--- config.mk ---
export PLATFORM = sky130hd
export DESIGN_NAME = ordered_list_with_index_ops_top
export DESIGN_NICKNAME = d
export VERILOG_FILES = /design/src/design/olio_pkg.sv /design/src/design/olio_dp.sv /design/src/design/olio_ctrl.sv /design/src/design/ordered_list_with_index_ops_top.sv
export SDC_FILE = /design/constraint.sdc
export NUM_CORES = 2
export LEC_CHECK = 0
export BUFFER_PORTS_ARGS = -buffer_cell sky130_fd_sc_hd__buf_2
export CORE_ASPECT_RATIO = 0.8
export CORE_MARGIN = 2
export CORE_UTILIZATION = 34
export DETAILED_ROUTE_END_ITERATION = 10
export PLACE_DENSITY_LB_ADDON = 0.25
export SETUP_SLACK_MARGIN = 0.4
export SKIP_LAST_GASP = 1
export SLEW_MARGIN = 20
export SYNTH_ARGS = -nofsm -noshare
export SYNTH_HDL_FRONTEND = slang
export SYNTH_SLANG_ARGS = --single-unit
--- constraint.sdc ---
create_clock -name clk_i -period 13.1 [get_ports clk_i]
set_input_delay 1.31 -clock clk_i [delete_from_list [all_inputs] [get_ports clk_i]]
set_output_delay 1.31 -clock clk_i [all_outputs]
set_load 0.03 [all_outputs]
--- src/design/olio_pkg.sv ---
// olio_pkg: shared types and constants for the ordered list with index operations
// holds command, status and state codes plus the structs between controller and datapath
// no dependencies
package olio_pkg;

  localparam int unsigned OLIO_CAPACITY    = 64;
  localparam int unsigned OLIO_ENTRY_WIDTH = 32;

  localparam int unsigned CMD_W    = 3;
  localparam int unsigned POS_W    = 6;
  localparam int unsigned PORT_W   = 32;
  localparam int unsigned STATUS_W = 2;
  localparam int unsigned COUNT_W  = 7;

  typedef enum logic [CMD_W-1:0] {
    CMD_APPEND = 3'd0,
    CMD_INSERT = 3'd1,
    CMD_READ   = 3'd2,
    CMD_DELETE = 3'd3,
    CMD_ROTATE = 3'd4
  } cmd_e;

  typedef enum logic [STATUS_W-1:0] {
    STS_DONE  = 2'd0,
    STS_RANGE = 2'd1,
    STS_FULL  = 2'd2,
    STS_FEW   = 2'd3
  } status_e;

  typedef enum logic [2:0] {
    ST_IDLE,
    ST_SHIFT,
    ST_ROTATE,
    ST_FINISH
  } state_e;

  // write address source
  typedef enum logic [1:0] {
    WA_BACK,
    WA_FRONT,
    WA_IDX
  } wa_e;

  // read address source
  typedef enum logic [1:0] {
    RA_FRONT,
    RA_POS,
    RA_POS_NEXT,
    RA_IDX_NEXT2
  } ra_e;

  typedef struct packed {
    logic    mem_we;
    wa_e     wa_sel;
    logic    wd_entry;
    logic    rd_en;
    ra_e     ra_sel;
    logic    head_inc;
    logic    head_dec;
    logic    cnt_inc;
    logic    cnt_dec;
    logic    idx_load;
    logic    idx_inc;
    logic    res_load;
    logic    res_use_rd;
    status_e res_status;
  } ctl_t;

  typedef struct packed {
    logic full;
    logic few;
    logic pos_ok;
    logic pos_last;
    logic shift_last;
  } sts_t;

endpackage

--- src/design/olio_dp.sv ---
// olio_dp: datapath of the ordered list, circular entry memory with head and count
// registers, address wrap, shift index and result registers
// depends on olio_pkg
module olio_dp #(
  parameter int unsigned CAPACITY    = olio_pkg::OLIO_CAPACITY,
  parameter int unsigned ENTRY_WIDTH = olio_pkg::OLIO_ENTRY_WIDTH
) (
  input  logic                           clk_i,
  input  logic                           rst_ni,
  input  olio_pkg::ctl_t                 ctl_i,
  output olio_pkg::sts_t                 sts_o,
  input  logic [olio_pkg::POS_W-1:0]     position_i,
  input  logic [olio_pkg::PORT_W-1:0]    entry_i,
  output logic [olio_pkg::STATUS_W-1:0]  status_o,
  output logic [olio_pkg::PORT_W-1:0]    read_entry_o,
  output logic [olio_pkg::COUNT_W-1:0]   entry_count_o
);
  import olio_pkg::*;

  localparam int unsigned AW = $clog2(CAPACITY);
  localparam int unsigned CW = $clog2(CAPACITY + 1);
  localparam int unsigned OW = ((CW > POS_W) ? CW : POS_W) + 1;

  logic [ENTRY_WIDTH-1:0] mem_q [CAPACITY];
  logic [ENTRY_WIDTH-1:0] rd_data_q;
  logic [AW-1:0]          head_q, head_d;
  logic [CW-1:0]          count_q, count_d;
  logic [CW-1:0]          idx_q, idx_d;
  logic [AW-1:0]          head_prev, head_next;
  logic [OW-1:0]          wr_off, rd_off;
  logic [AW-1:0]          wr_addr, rd_addr;
  logic [ENTRY_WIDTH-1:0] wr_data;
  logic [STATUS_W-1:0]    status_q;
  logic [PORT_W-1:0]      read_entry_q;
  logic [COUNT_W-1:0]     entry_count_q;

  function automatic logic [AW-1:0] wrap_addr(input logic [AW-1:0] base,
                                               input logic [OW-1:0] off);
    logic [OW-1:0] sum;
    sum = OW'(base) + off;
    if (sum >= OW'(CAPACITY)) begin
      sum = sum - OW'(CAPACITY);
    end
    return AW'(sum);
  endfunction

  assign head_prev = (head_q == '0) ? AW'(CAPACITY - 1) : head_q - AW'(1);
  assign head_next = (head_q == AW'(CAPACITY - 1)) ? '0 : head_q + AW'(1);

  always_comb begin
    case (ctl_i.wa_sel)
      WA_BACK: wr_off = OW'(count_q);
      WA_IDX:  wr_off = OW'(idx_q);
      default: wr_off = '0;
    endcase
    case (ctl_i.ra_sel)
      RA_POS:       rd_off = OW'(position_i);
      RA_POS_NEXT:  rd_off = OW'(position_i) + OW'(1);
      RA_IDX_NEXT2: rd_off = OW'(idx_q) + OW'(2);
      default:      rd_off = '0;
    endcase
  end

  assign wr_addr = (ctl_i.wa_sel == WA_FRONT) ? head_prev : wrap_addr(head_q, wr_off);
  assign rd_addr = wrap_addr(head_q, rd_off);
  assign wr_data = ctl_i.wd_entry ? ENTRY_WIDTH'(entry_i) : rd_data_q;

  always_ff @(posedge clk_i) begin
    if (ctl_i.mem_we) begin
      mem_q[wr_addr] <= wr_data;
    end
    if (ctl_i.rd_en) begin
      rd_data_q <= mem_q[rd_addr];
    end
  end

  always_comb begin
    head_d  = head_q;
    count_d = count_q;
    idx_d   = idx_q;
    if (ctl_i.head_inc) begin
      head_d = head_next;
    end else if (ctl_i.head_dec) begin
      head_d = head_prev;
    end
    if (ctl_i.cnt_inc) begin
      count_d = count_q + CW'(1);
    end else if (ctl_i.cnt_dec) begin
      count_d = count_q - CW'(1);
    end
    if (ctl_i.idx_load) begin
      idx_d = CW'(position_i);
    end else if (ctl_i.idx_inc) begin
      idx_d = idx_q + CW'(1);
    end
  end

  always_ff @(posedge clk_i or negedge rst_ni) begin
    if (!rst_ni) begin
      head_q  <= '0;
      count_q <= '0;
      idx_q   <= '0;
    end else begin
      head_q  <= head_d;
      count_q <= count_d;
      idx_q   <= idx_d;
    end
  end

  always_ff @(posedge clk_i) begin
    if (ctl_i.res_load) begin
      status_q      <= ctl_i.res_status;
      read_entry_q  <= ctl_i.res_use_rd ? PORT_W'(rd_data_q) : '0;
      entry_count_q <= COUNT_W'(count_q);
    end
  end

  assign sts_o.full       = (count_q == CW'(CAPACITY));
  assign sts_o.few        = (count_q < CW'(2));
  assign sts_o.pos_ok     = (OW'(position_i) < OW'(count_q));
  assign sts_o.pos_last   = (OW'(position_i) + OW'(1) == OW'(count_q));
  assign sts_o.shift_last = (OW'(idx_q) + OW'(2) == OW'(count_q));

  assign status_o      = status_q;
  assign read_entry_o  = read_entry_q;
  assign entry_count_o = entry_count_q;

  a_count_bound: assert property (@(posedge clk_i) disable iff (!rst_ni)
    count_q <= CW'(CAPACITY))
    else $error("entry count beyond capacity");

  a_head_bound: assert property (@(posedge clk_i) disable iff (!rst_ni)
    head_q <= AW'(CAPACITY - 1))
    else $error("head pointer beyond capacity");

  a_no_grow_full: assert property (@(posedge clk_i) disable iff (!rst_ni)
    ctl_i.cnt_inc |-> !sts_o.full)
    else $error("entry added to a full list");

  a_no_rw_clash: assert property (@(posedge clk_i) disable iff (!rst_ni)
    (ctl_i.mem_we && ctl_i.rd_en) |-> (wr_addr != rd_addr))
    else $error("read and write at the same slot");

endmodule

--- src/design/olio_ctrl.sv ---
// olio_ctrl: controller state machine of the ordered list
// decodes commands, sequences delete shifts and rotate, owns the handshakes
// depends on olio_pkg
module olio_ctrl (
  input  logic                        clk_i,
  input  logic                        rst_ni,
  input  logic                        in_valid_i,
  output logic                        in_stall_o,
  input  logic [olio_pkg::CMD_W-1:0]  command_i,
  output logic                        out_valid_o,
  input  logic                        out_stall_i,
  input  olio_pkg::sts_t              sts_i,
  output olio_pkg::ctl_t              ctl_o
);
  import olio_pkg::*;

  state_e  state_q, state_d;
  status_e status_q, status_d;
  logic    use_rd_q, use_rd_d;
  logic    out_valid_q, out_valid_d;

  always_ff @(posedge clk_i or negedge rst_ni) begin
    if (!rst_ni) begin
      state_q     <= ST_IDLE;
      status_q    <= STS_DONE;
      use_rd_q    <= 1'b0;
      out_valid_q <= 1'b0;
    end else begin
      state_q     <= state_d;
      status_q    <= status_d;
      use_rd_q    <= use_rd_d;
      out_valid_q <= out_valid_d;
    end
  end

  always_comb begin
    ctl_o       = '0;
    state_d     = state_q;
    status_d    = status_q;
    use_rd_d    = use_rd_q;
    out_valid_d = out_valid_q && out_stall_i;
    case (state_q)
      ST_IDLE: begin
        if (in_valid_i) begin
          state_d  = ST_FINISH;
          status_d = STS_DONE;
          use_rd_d = 1'b0;
          case (cmd_e'(command_i))
            CMD_APPEND: begin
              if (sts_i.full) begin
                status_d = STS_FULL;
              end else begin
                ctl_o.mem_we   = 1'b1;
                ctl_o.wa_sel   = WA_BACK;
                ctl_o.wd_entry = 1'b1;
                ctl_o.cnt_inc  = 1'b1;
              end
            end
            CMD_INSERT: begin
              if (sts_i.full) begin
                status_d = STS_FULL;
              end else begin
                ctl_o.mem_we   = 1'b1;
                ctl_o.wa_sel   = WA_FRONT;
                ctl_o.wd_entry = 1'b1;
                ctl_o.head_dec = 1'b1;
                ctl_o.cnt_inc  = 1'b1;
              end
            end
            CMD_READ: begin
              if (!sts_i.pos_ok) begin
                status_d = STS_RANGE;
              end else begin
                ctl_o.rd_en  = 1'b1;
                ctl_o.ra_sel = RA_POS;
                use_rd_d     = 1'b1;
              end
            end
            CMD_DELETE: begin
              if (!sts_i.pos_ok) begin
                status_d = STS_RANGE;
              end else if (sts_i.pos_last) begin
                ctl_o.cnt_dec = 1'b1;
              end else begin
                ctl_o.rd_en    = 1'b1;
                ctl_o.ra_sel   = RA_POS_NEXT;
                ctl_o.idx_load = 1'b1;
                state_d        = ST_SHIFT;
              end
            end
            CMD_ROTATE: begin
              if (sts_i.few) begin
                status_d = STS_FEW;
              end else begin
                ctl_o.rd_en  = 1'b1;
                ctl_o.ra_sel = RA_FRONT;
                state_d      = ST_ROTATE;
              end
            end
            default: begin
            end
          endcase
        end
      end
      ST_SHIFT: begin
        ctl_o.mem_we = 1'b1;
        ctl_o.wa_sel = WA_IDX;
        if (sts_i.shift_last) begin
          ctl_o.cnt_dec = 1'b1;
          state_d       = ST_FINISH;
        end else begin
          ctl_o.rd_en   = 1'b1;
          ctl_o.ra_sel  = RA_IDX_NEXT2;
          ctl_o.idx_inc = 1'b1;
        end
      end
      ST_ROTATE: begin
        ctl_o.mem_we   = 1'b1;
        ctl_o.wa_sel   = WA_BACK;
        ctl_o.head_inc = 1'b1;
        state_d        = ST_FINISH;
      end
      ST_FINISH: begin
        if (!out_valid_q || !out_stall_i) begin
          ctl_o.res_load   = 1'b1;
          ctl_o.res_use_rd = use_rd_q;
          ctl_o.res_status = status_q;
          out_valid_d      = 1'b1;
          state_d          = ST_IDLE;
        end
      end
      default: begin
        state_d = ST_IDLE;
      end
    endcase
  end

  assign in_stall_o  = (state_q != ST_IDLE);
  assign out_valid_o = out_valid_q;

  a_finish_holds: assert property (@(posedge clk_i) disable iff (!rst_ni)
    (state_q == ST_FINISH && out_valid_q && out_stall_i) |=> state_q == ST_FINISH)
    else $error("result dropped while output stalled");

  a_load_sets_valid: assert property (@(posedge clk_i) disable iff (!rst_ni)
    ctl_o.res_load |=> out_valid_q)
    else $error("result loaded without valid");

endmodule

--- src/design/ordered_list_with_index_ops_top.sv ---
// ordered_list_with_index_ops_top: bounded ordered list with append, insert, indexed read,
// indexed delete and rotate; one command in flight, result held in an output register.
// rotate runs through the rotate state and a delete short of the last entry through the
// shift state (one memory read/write port pair moves one entry a cycle); the rest go
// from idle to finish; a new command is taken the cycle after its result is registered.
// reset clears count, head and handshake state; entry memory has no reset and no clear pass
module ordered_list_with_index_ops_top #(
  parameter int unsigned CAPACITY    = olio_pkg::OLIO_CAPACITY,
  parameter int unsigned ENTRY_WIDTH = olio_pkg::OLIO_ENTRY_WIDTH
) (
  input  logic                           clk_i,
  input  logic                           rst_ni,
  input  logic                           in_valid_i,
  output logic                           in_stall_o,
  input  logic [olio_pkg::CMD_W-1:0]     command_i,
  input  logic [olio_pkg::POS_W-1:0]     position_i,
  input  logic [olio_pkg::PORT_W-1:0]    entry_i,
  output logic                           out_valid_o,
  input  logic                           out_stall_i,
  output logic [olio_pkg::STATUS_W-1:0]  status_o,
  output logic [olio_pkg::PORT_W-1:0]    read_entry_o,
  output logic [olio_pkg::COUNT_W-1:0]   entry_count_o
);
  import olio_pkg::*;

  ctl_t ctl;
  sts_t sts;

  olio_ctrl u_ctrl (
    .clk_i       (clk_i),
    .rst_ni      (rst_ni),
    .in_valid_i  (in_valid_i),
    .in_stall_o  (in_stall_o),
    .command_i   (command_i),
    .out_valid_o (out_valid_o),
    .out_stall_i (out_stall_i),
    .sts_i       (sts),
    .ctl_o       (ctl)
  );

  olio_dp #(
    .CAPACITY    (CAPACITY),
    .ENTRY_WIDTH (ENTRY_WIDTH)
  ) u_dp (
    .clk_i         (clk_i),
    .rst_ni        (rst_ni),
    .ctl_i         (ctl),
    .sts_o         (sts),
    .position_i    (position_i),
    .entry_i       (entry_i),
    .status_o      (status_o),
    .read_entry_o  (read_entry_o),
    .entry_count_o (entry_count_o)
  );

endmodule
== Word level (Yosys, flattened, before mapping) ==
Memory sizes are Yosys's and may differ from the RTL's. A register that Yosys moved wholly into a read port is not among the register bits.
Cells that the tools add are included.

* Add/subtract/negate cells: 11
* Order comparisons: 4
* Equal/unequal tests: 19
* Multiplexer cells: 63
* Reduce and logical (&&, ||, !) cells: 17

{| class="wikitable"
|+ Operators with widths
! kind !! number
|-
| 2-to-1 mux 6 bit || 7
|-
| 2-to-1 mux 7 bit || 5
|-
| 2-to-1 mux 32 bit || 1
|-
| 2-to-1 mux 3 bit || 9
|-
| one-hot mux 8 bit (3 select lines) || 1
|-
| 2-to-1 mux 4 bit || 5
|-
| 2-to-1 mux 1 bit || 18
|-
| one-hot mux 3 bit (3 select lines) || 2
|-
| subtractor 6 x 1 -> 6 bit, second input constant || 3
|-
| equality test 8 x 7 -> 1 bit || 2
|-
| greater-or-equal comparator 8 x 7 -> 1 bit, second input constant || 2
|-
| adder 7 x 1 -> 7 bit, second input constant || 2
|-
| 2-to-1 mux 2 bit || 7
|-
| one-hot mux 7 bit (2 select lines) || 1
|-
| equality test 3 x 2 -> 1 bit, second input constant || 4
|-
| one-hot mux 3 bit (2 select lines) || 2
|-
| one-hot mux 3 bit (4 select lines) || 1
|-
| adder 6 x 7 -> 8 bit || 1
|-
| adder 6 x 8 -> 8 bit || 1
|-
| adder 7 x 2 -> 8 bit, second input constant || 1
|-
| one-hot mux 4 bit (2 select lines) || 1
|-
| adder 6 x 1 -> 7 bit, second input constant || 1
|-
| equality test 7 bit, second input constant || 1
|-
| < comparator 6 x 7 -> 1 bit || 1
|-
| 23 further kinds || 35
|}

* Flip-flop bits (word level): 68
* Memory bits (writable): 2,048
* Bits of input ports: 45
* Output and inout port bits: 43
* Word-level logic and storage cells: 125
* Memories: 1

{| class="wikitable"
|+ Memory list
! memory !! words !! width !! rd ports !! clocked after Yosys merged registers in !! wr ports !! RTL line !! text
|-
| u_dp.mem_q || 64 || 32 || 1 || 1 || 1 || olio_dp.sv:24 || <nowiki>logic [ENTRY_WIDTH-1:0] mem_q [CAPACITY];</nowiki>
|}

== Depth between registers and ports, before layout ==
* Depth in word-level cells: 13
* Gate-level depth with buffers: 20
* Mapped depth without buffers: 17

== By module ==
A second synthesis with hierarchy kept.

* Cells, all modules: 4,258
* Area total of the unflattened synthesis: 84,717.5 um2

{| class="wikitable"
|+ Modules (own cells, without submodules)
! module !! instances !! cells an instance !! area an instance (um2)
|-
| olio_dp || 1 || 4,194 || 84,167.0
|-
| olio_ctrl || 1 || 64 || 550.5
|}

== Worst setup path before layout ==
Ideal clock, no wire load.

* Path type: input -> register
* From: in command_i[1] (netlist bit)
* To: mem u_dp.mem_q[12][0] (netlist bit) (enable)
* Library setup time: 461 ps
* Arrival: 6,418 ps
* Data required time: 12,639 ps
* Slack: 6,221 ps
* Stages on the path: 16
* Path buffers: 4
* Path through: nor4bb_1 o31a_1 buf_6 and2_4 buf_6 nor2_1 ha_1 a21o_1 a21oi_1 or4b_2 nand4_1 a211oi_1 or3_1 buf_2 buf_6 nor3_1

* Cells in the longest elaborated chain, start to end: 10
* Elaborated cells on any way between the ends: 16
* Classes of those cells: add/sub (2); order compare (1); eq/ne (3); mux (8); reduce/logical (2)

{| class="wikitable"
|+ Ends and longest elaborated chain
! element !! RTL line !! text
|-
| start: declaration || ordered_list_with_index_ops_top.sv:15 || <nowiki>input logic [olio_pkg::CMD_W-1:0] command_i,</nowiki>
|-
| equality test 3 x 1 -> 1 bit or logical NOT 3 bit (tied branches) || olio_ctrl.sv:48 || <nowiki>case (cmd_e'(command_i))</nowiki>
|-
| one-hot mux 4 bit (2 select lines) * || olio_ctrl.sv:48 ||
|-
| 2-to-1 mux 7 bit * || olio_ctrl.sv:44 || <nowiki>if (in_valid_i) begin</nowiki>
|-
| one-hot mux 3 bit (3 select lines) * || olio_ctrl.sv:42 || <nowiki>case (state_q)</nowiki>
|-
| equality test 2 bit or logical NOT 2 bit (tied branches) || olio_dp.sv:51 || <nowiki>case (ctl_i.wa_sel)</nowiki>
|-
| one-hot mux 7 bit (2 select lines) || olio_dp.sv:51 ||
|-
| adder 6 x 7 -> 8 bit || olio_dp.sv:40 || <nowiki>sum = OW'(base) + off;</nowiki>
|-
| greater-or-equal comparator 8 x 7 -> 1 bit or subtractor 6 x 1 -> 6 bit (tied branches) || olio_dp.sv:41, olio_dp.sv:42 ||
|-
| 2-to-1 mux 6 bit || olio_dp.sv:41 || <nowiki>if (sum >= OW'(CAPACITY)) begin</nowiki>
|-
| 2-to-1 mux 6 bit || olio_dp.sv:64 || <nowiki>assign wr_addr = (ctl_i.wa_sel == WA_FRONT) ? head_prev : wrap_addr(head_q, wr_off);</nowiki>
|-
| end: declaration || olio_dp.sv:24 ||
|}

Mark *: on every way between the ends. The rest lies on a longest branch, timed or not.

== Worst setup path after layout ==
* From: in position_i[1] (netlist bit)
* To: reg u_dp.rd_data_q[31] (read register of u_dp.mem_q), data pin

* Cells in the longest elaborated chain, start to end: 12
* Elaborated cells on any way between the ends: 17
* Classes of those cells: add/sub (3); order compare (2); eq/ne (4); mux (8)

{| class="wikitable"
|+ Ends and longest elaborated chain
! element !! RTL line !! text
|-
| start: declaration || ordered_list_with_index_ops_top.sv:16 || <nowiki>input logic [olio_pkg::POS_W-1:0] position_i,</nowiki>
|-
| adder 6 x 1 -> 7 bit || olio_dp.sv:58, olio_dp.sv:121 ||
|-
| equality test 8 x 7 -> 1 bit || olio_dp.sv:121 || <nowiki>assign sts_o.pos_last = (OW'(position_i) + OW'(1) == OW'(count_q));</nowiki>
|-
| 2-to-1 mux 3 bit || olio_ctrl.sv:82 || <nowiki>end else if (sts_i.pos_last) begin</nowiki>
|-
| 2-to-1 mux 3 bit || olio_ctrl.sv:80 || <nowiki>if (!sts_i.pos_ok) begin</nowiki>
|-
| one-hot mux 3 bit (3 select lines) || olio_ctrl.sv:48 ||
|-
| 2-to-1 mux 7 bit || olio_ctrl.sv:44 ||
|-
| one-hot mux 3 bit (2 select lines) || olio_ctrl.sv:42 ||
|-
| equality test 2 bit or equality test 2 x 1 -> 1 bit (tied branches) || olio_dp.sv:56 || <nowiki>case (ctl_i.ra_sel)</nowiki>
|-
| one-hot mux 8 bit (3 select lines) || olio_dp.sv:56 ||
|-
| adder 6 x 8 -> 8 bit || olio_dp.sv:40 ||
|-
| greater-or-equal comparator 8 x 7 -> 1 bit or subtractor 6 x 1 -> 6 bit (tied branches) || olio_dp.sv:41, olio_dp.sv:42 ||
|-
| 2-to-1 mux 6 bit || olio_dp.sv:41 ||
|-
| end: declaration || olio_dp.sv:25 || <nowiki>logic [ENTRY_WIDTH-1:0] rd_data_q;</nowiki>
|}

Several ways; a longest one is shown, not always the timed one.
A chain may end at the register's enable or synchronous reset.

==> results by group <==
Synth
  – Syn Inst Count: roughly 3700
  – Dominant synthesized flop cell: edfxtp_1
  – Ys async rst share: 1.211%
  – Synth top area share: 75.81%
  – Syn. warnings: 0
  – Most instantiated library cell after synthesis: edfxtp_1
  – Netlist cell types: 70
  – EDFF count, synth: roughly 2100
  – Most area-consuming cells after synthesis: edfxtp_1 76%, mux4_2 17%, mux2i_1 1.2%
  – Netlist Area Pre-Place: between 80000 and 90000 sq um
  – Most frequent cells after synthesis: 2121 x edfxtp_1, 640 x mux4_2, 129 x nand2_1
  – Register area share after synthesis: approximately 77%
  – Synthesis-stage register bit count: 2147
  – Synthesized Nets: 3731
  – Synth area leader: edfxtp_1
  – Synthesized area per cell: 23.01 sq um

Finish
  – Post-layout util: 38.99%
  – Fill cells: 21780
  – Layout cells sized above 1: 31.77%
  – Multi-input logic area: 19450 sq um
  – Layout area overhead: 14.24%
  – Final nets: ~4000
  – Register area: 64340 sq um

Die
  – Core area: 246200 sq um
  – Ports: 88
  – Die Wd: between 500 and 600 um
  – Die footprint: 251100 sq um
  – Starting density of the core: 34.13%
  – FP Rows: 163
  – Die Span Y: 448.6 um

Status
  – Status: complete, no violations

Drt
  – DRT iter0 DRCs: around 5200
  – Vias per inst: 5.448
  – Via count: roughly 40000
  – Drt pass-1 iters: 5
  – Routed Wire Length: roughly 230000 um
  – ANT nets after route: 0
  – WL/cell: 31.50 um
  – Remaining routing DRC violations: 0

CTS
  – CTS H-tree lvls: 4
  – CTS Buf Count: 207
  – Post-CTS Repair Setup Buffers: 0
  – Hold buffers post-CTS: 0
  – CTS resizes: 0
  – Root Driver: clkbuf_16
  – CTS tree: done
  – Clock sinks: 2147
  – Max Buffers Root-to-Sink: 4
  – Clk Latency, worst-skew pair: about 0.86 ns
  – Worst-path clk slew: 0.07 ns

Critical path
  – CP Launch Type: input pin
  – Setup CP Type: in2reg
  – WP data arrival: 8.13 ns
  – R2R depth: 15
  – WP data required: 13.65 ns
  – Critical-path maximum fanout: 48
  – Crit path capture type: register

Worst hold path
  – Worst Hold Depth: 2
  – HP Class: reg2reg

Place
  – Port Buffers: between 80 and 90
  – Hpwl dp: 123100 um
  – RePlAce Congestion: roughly 0.82

Timing
  – Setup TNS: 0 ns
  – Endpoints failing setup: 0
  – Worst-margin pin slew: 1.163 ns
  – Final min period: 7.588 ns
  – FMAX: approximately 130 MHz
  – Max Transition Viols Final: 0
  – Hold Vio Cnt, Final: 0
  – Clk_skew: about 0.061 ns
  – Tcrit/Tclk final: 57.92%
  – RSZ-0062 raised after global routing: false
  – Max-slew headroom: 22.49%

Global route
  – GRT overflow: 0
  – Antenna violations before repair: 7
  – First-pass GRT wire length: 320600 um
  – Largest net degree at the start of global routing: 111
  – GRT Resource Usage Total: roughly 18%
  – Vias in the first global route: 39660

Job
  – Max-cap viol count: 0
kinds of logic (layout without fill, tap and decap cells):
family | Yosys count | count (layout) | synth area share [%]
buffers and inverters | 218 | 640 | 1.063
other | 0 | 1 | 0
AND/OR/NAND/NOR | 353 | 353 | 2.043
adder cells (fa/ha/maj) | 35 | 35 | 0.5480
multiplexers | 747 | 747 | 18.43
AO/OA/AOI/OAI | 109 | 109 | 0.8489
XOR/XNOR | 42 | 42 | 0.4810
flip-flops | 2147 | 2147 | 76.58
worst max-delay path: stages:
cell and delay (ns):
buf_2 0.15, ha_1 0.30, nand4_1 0.15, or3_1 0.37, a211o_1 0.35, o31ai_1 0.27, buf_4 0.24, nor2_1 0.08
o22a_1 0.24, ha_4 0.18, fa_4 1.37, buf_4 0.61, buf_4 0.61, mux4_2 0.41, mux4_2 0.53, mux2i_2 0.62
mux2i_1 0.16
sequential cells by signal, indices dropped and copies added (netlist names), 6 cells and up:
register,cells
u_dp.read_entry_o,32
u_dp.rd_data_q,32
u_dp.head_q,6
u_dp.entry_count_o,7
u_dp.idx_q,7
u_dp.mem_q,2048
u_dp.count_q,7
per-layer routing:
metal  track usage (%)  vias up  routed length, um
li1                  -    16040                  -
met2             25.75     1826              99890
met4             4.244        2               5289
met5                 0        -                  8
met1             27.35    22010             104400
met3             5.365      299              22660
per-stage QoR:
| step | setup slack, ns | cells | hold WS (ns) | instance area [sq um] |
|---|---|---|---|---|
| after floorplan | 6.221 | 3651 | 0.4355 | 84020 |
| after global placement | 4.314 | 7007 | 0.4664 | 89580 |
| after detailed placement | 4.375 | 7007 | 0.4739 | 89590 |
| after CTS | 5.274 | 7373 | 0.4909 | 95840 |
| after global routing | 5.217 | 7373 | 0.4985 | 95980 |
| final | 5.512 | 7374 | 0.4890 | 95980 |
path summary, 6_finish.rpt:
path,from,to,slack (ns)
min in group asynchronous,rst_ni,u_dp.idx_q[2],0.53
hold reg to reg,u_ctrl.status_q[1],u_ctrl.status_q[1],0.49
setup reg to reg,u_dp.idx_q[1],u_dp.rd_data_q[31],5.52
hold / removal,u_ctrl.status_q[1],u_ctrl.status_q[1],0.49
max in group asynchronous,rst_ni,u_dp.idx_q[0],12.12
setup / recovery,position_i[1],u_dp.rd_data_q[31],5.51
placed cells by master, fill, tap and decap left out, drive strengths merged, types with 12 or more instances in the layout:
master and n:
a21oi 30, and2 36, buf 250, bufinv 12, clkbuf 260, clkinv 87
dfrtp 26, edfxtp 2121, ha 32, inv 28, mux2i 104, mux4 640
nand2 129, nand3 16, nor2 44, nor3 65, o21ai 26, xnor2 28
xor2 12
final cells by class:
type	count	share of cell area [%]
Tap cell	3300	4.302
Timing Repair Buffer	250	1.781
Clock inverter	106	0.8474
Inverter	24	0.09386
Clock buffer	260	5.669
Antenna cell	1	0.002607
Sequential cell	2147	67.04
Multi-Input combinational cell	1286	20.27
Power is left out: the tool's default activity adds up to more than one toggle a clock period on the data nets, which glitch-free logic cannot reach.
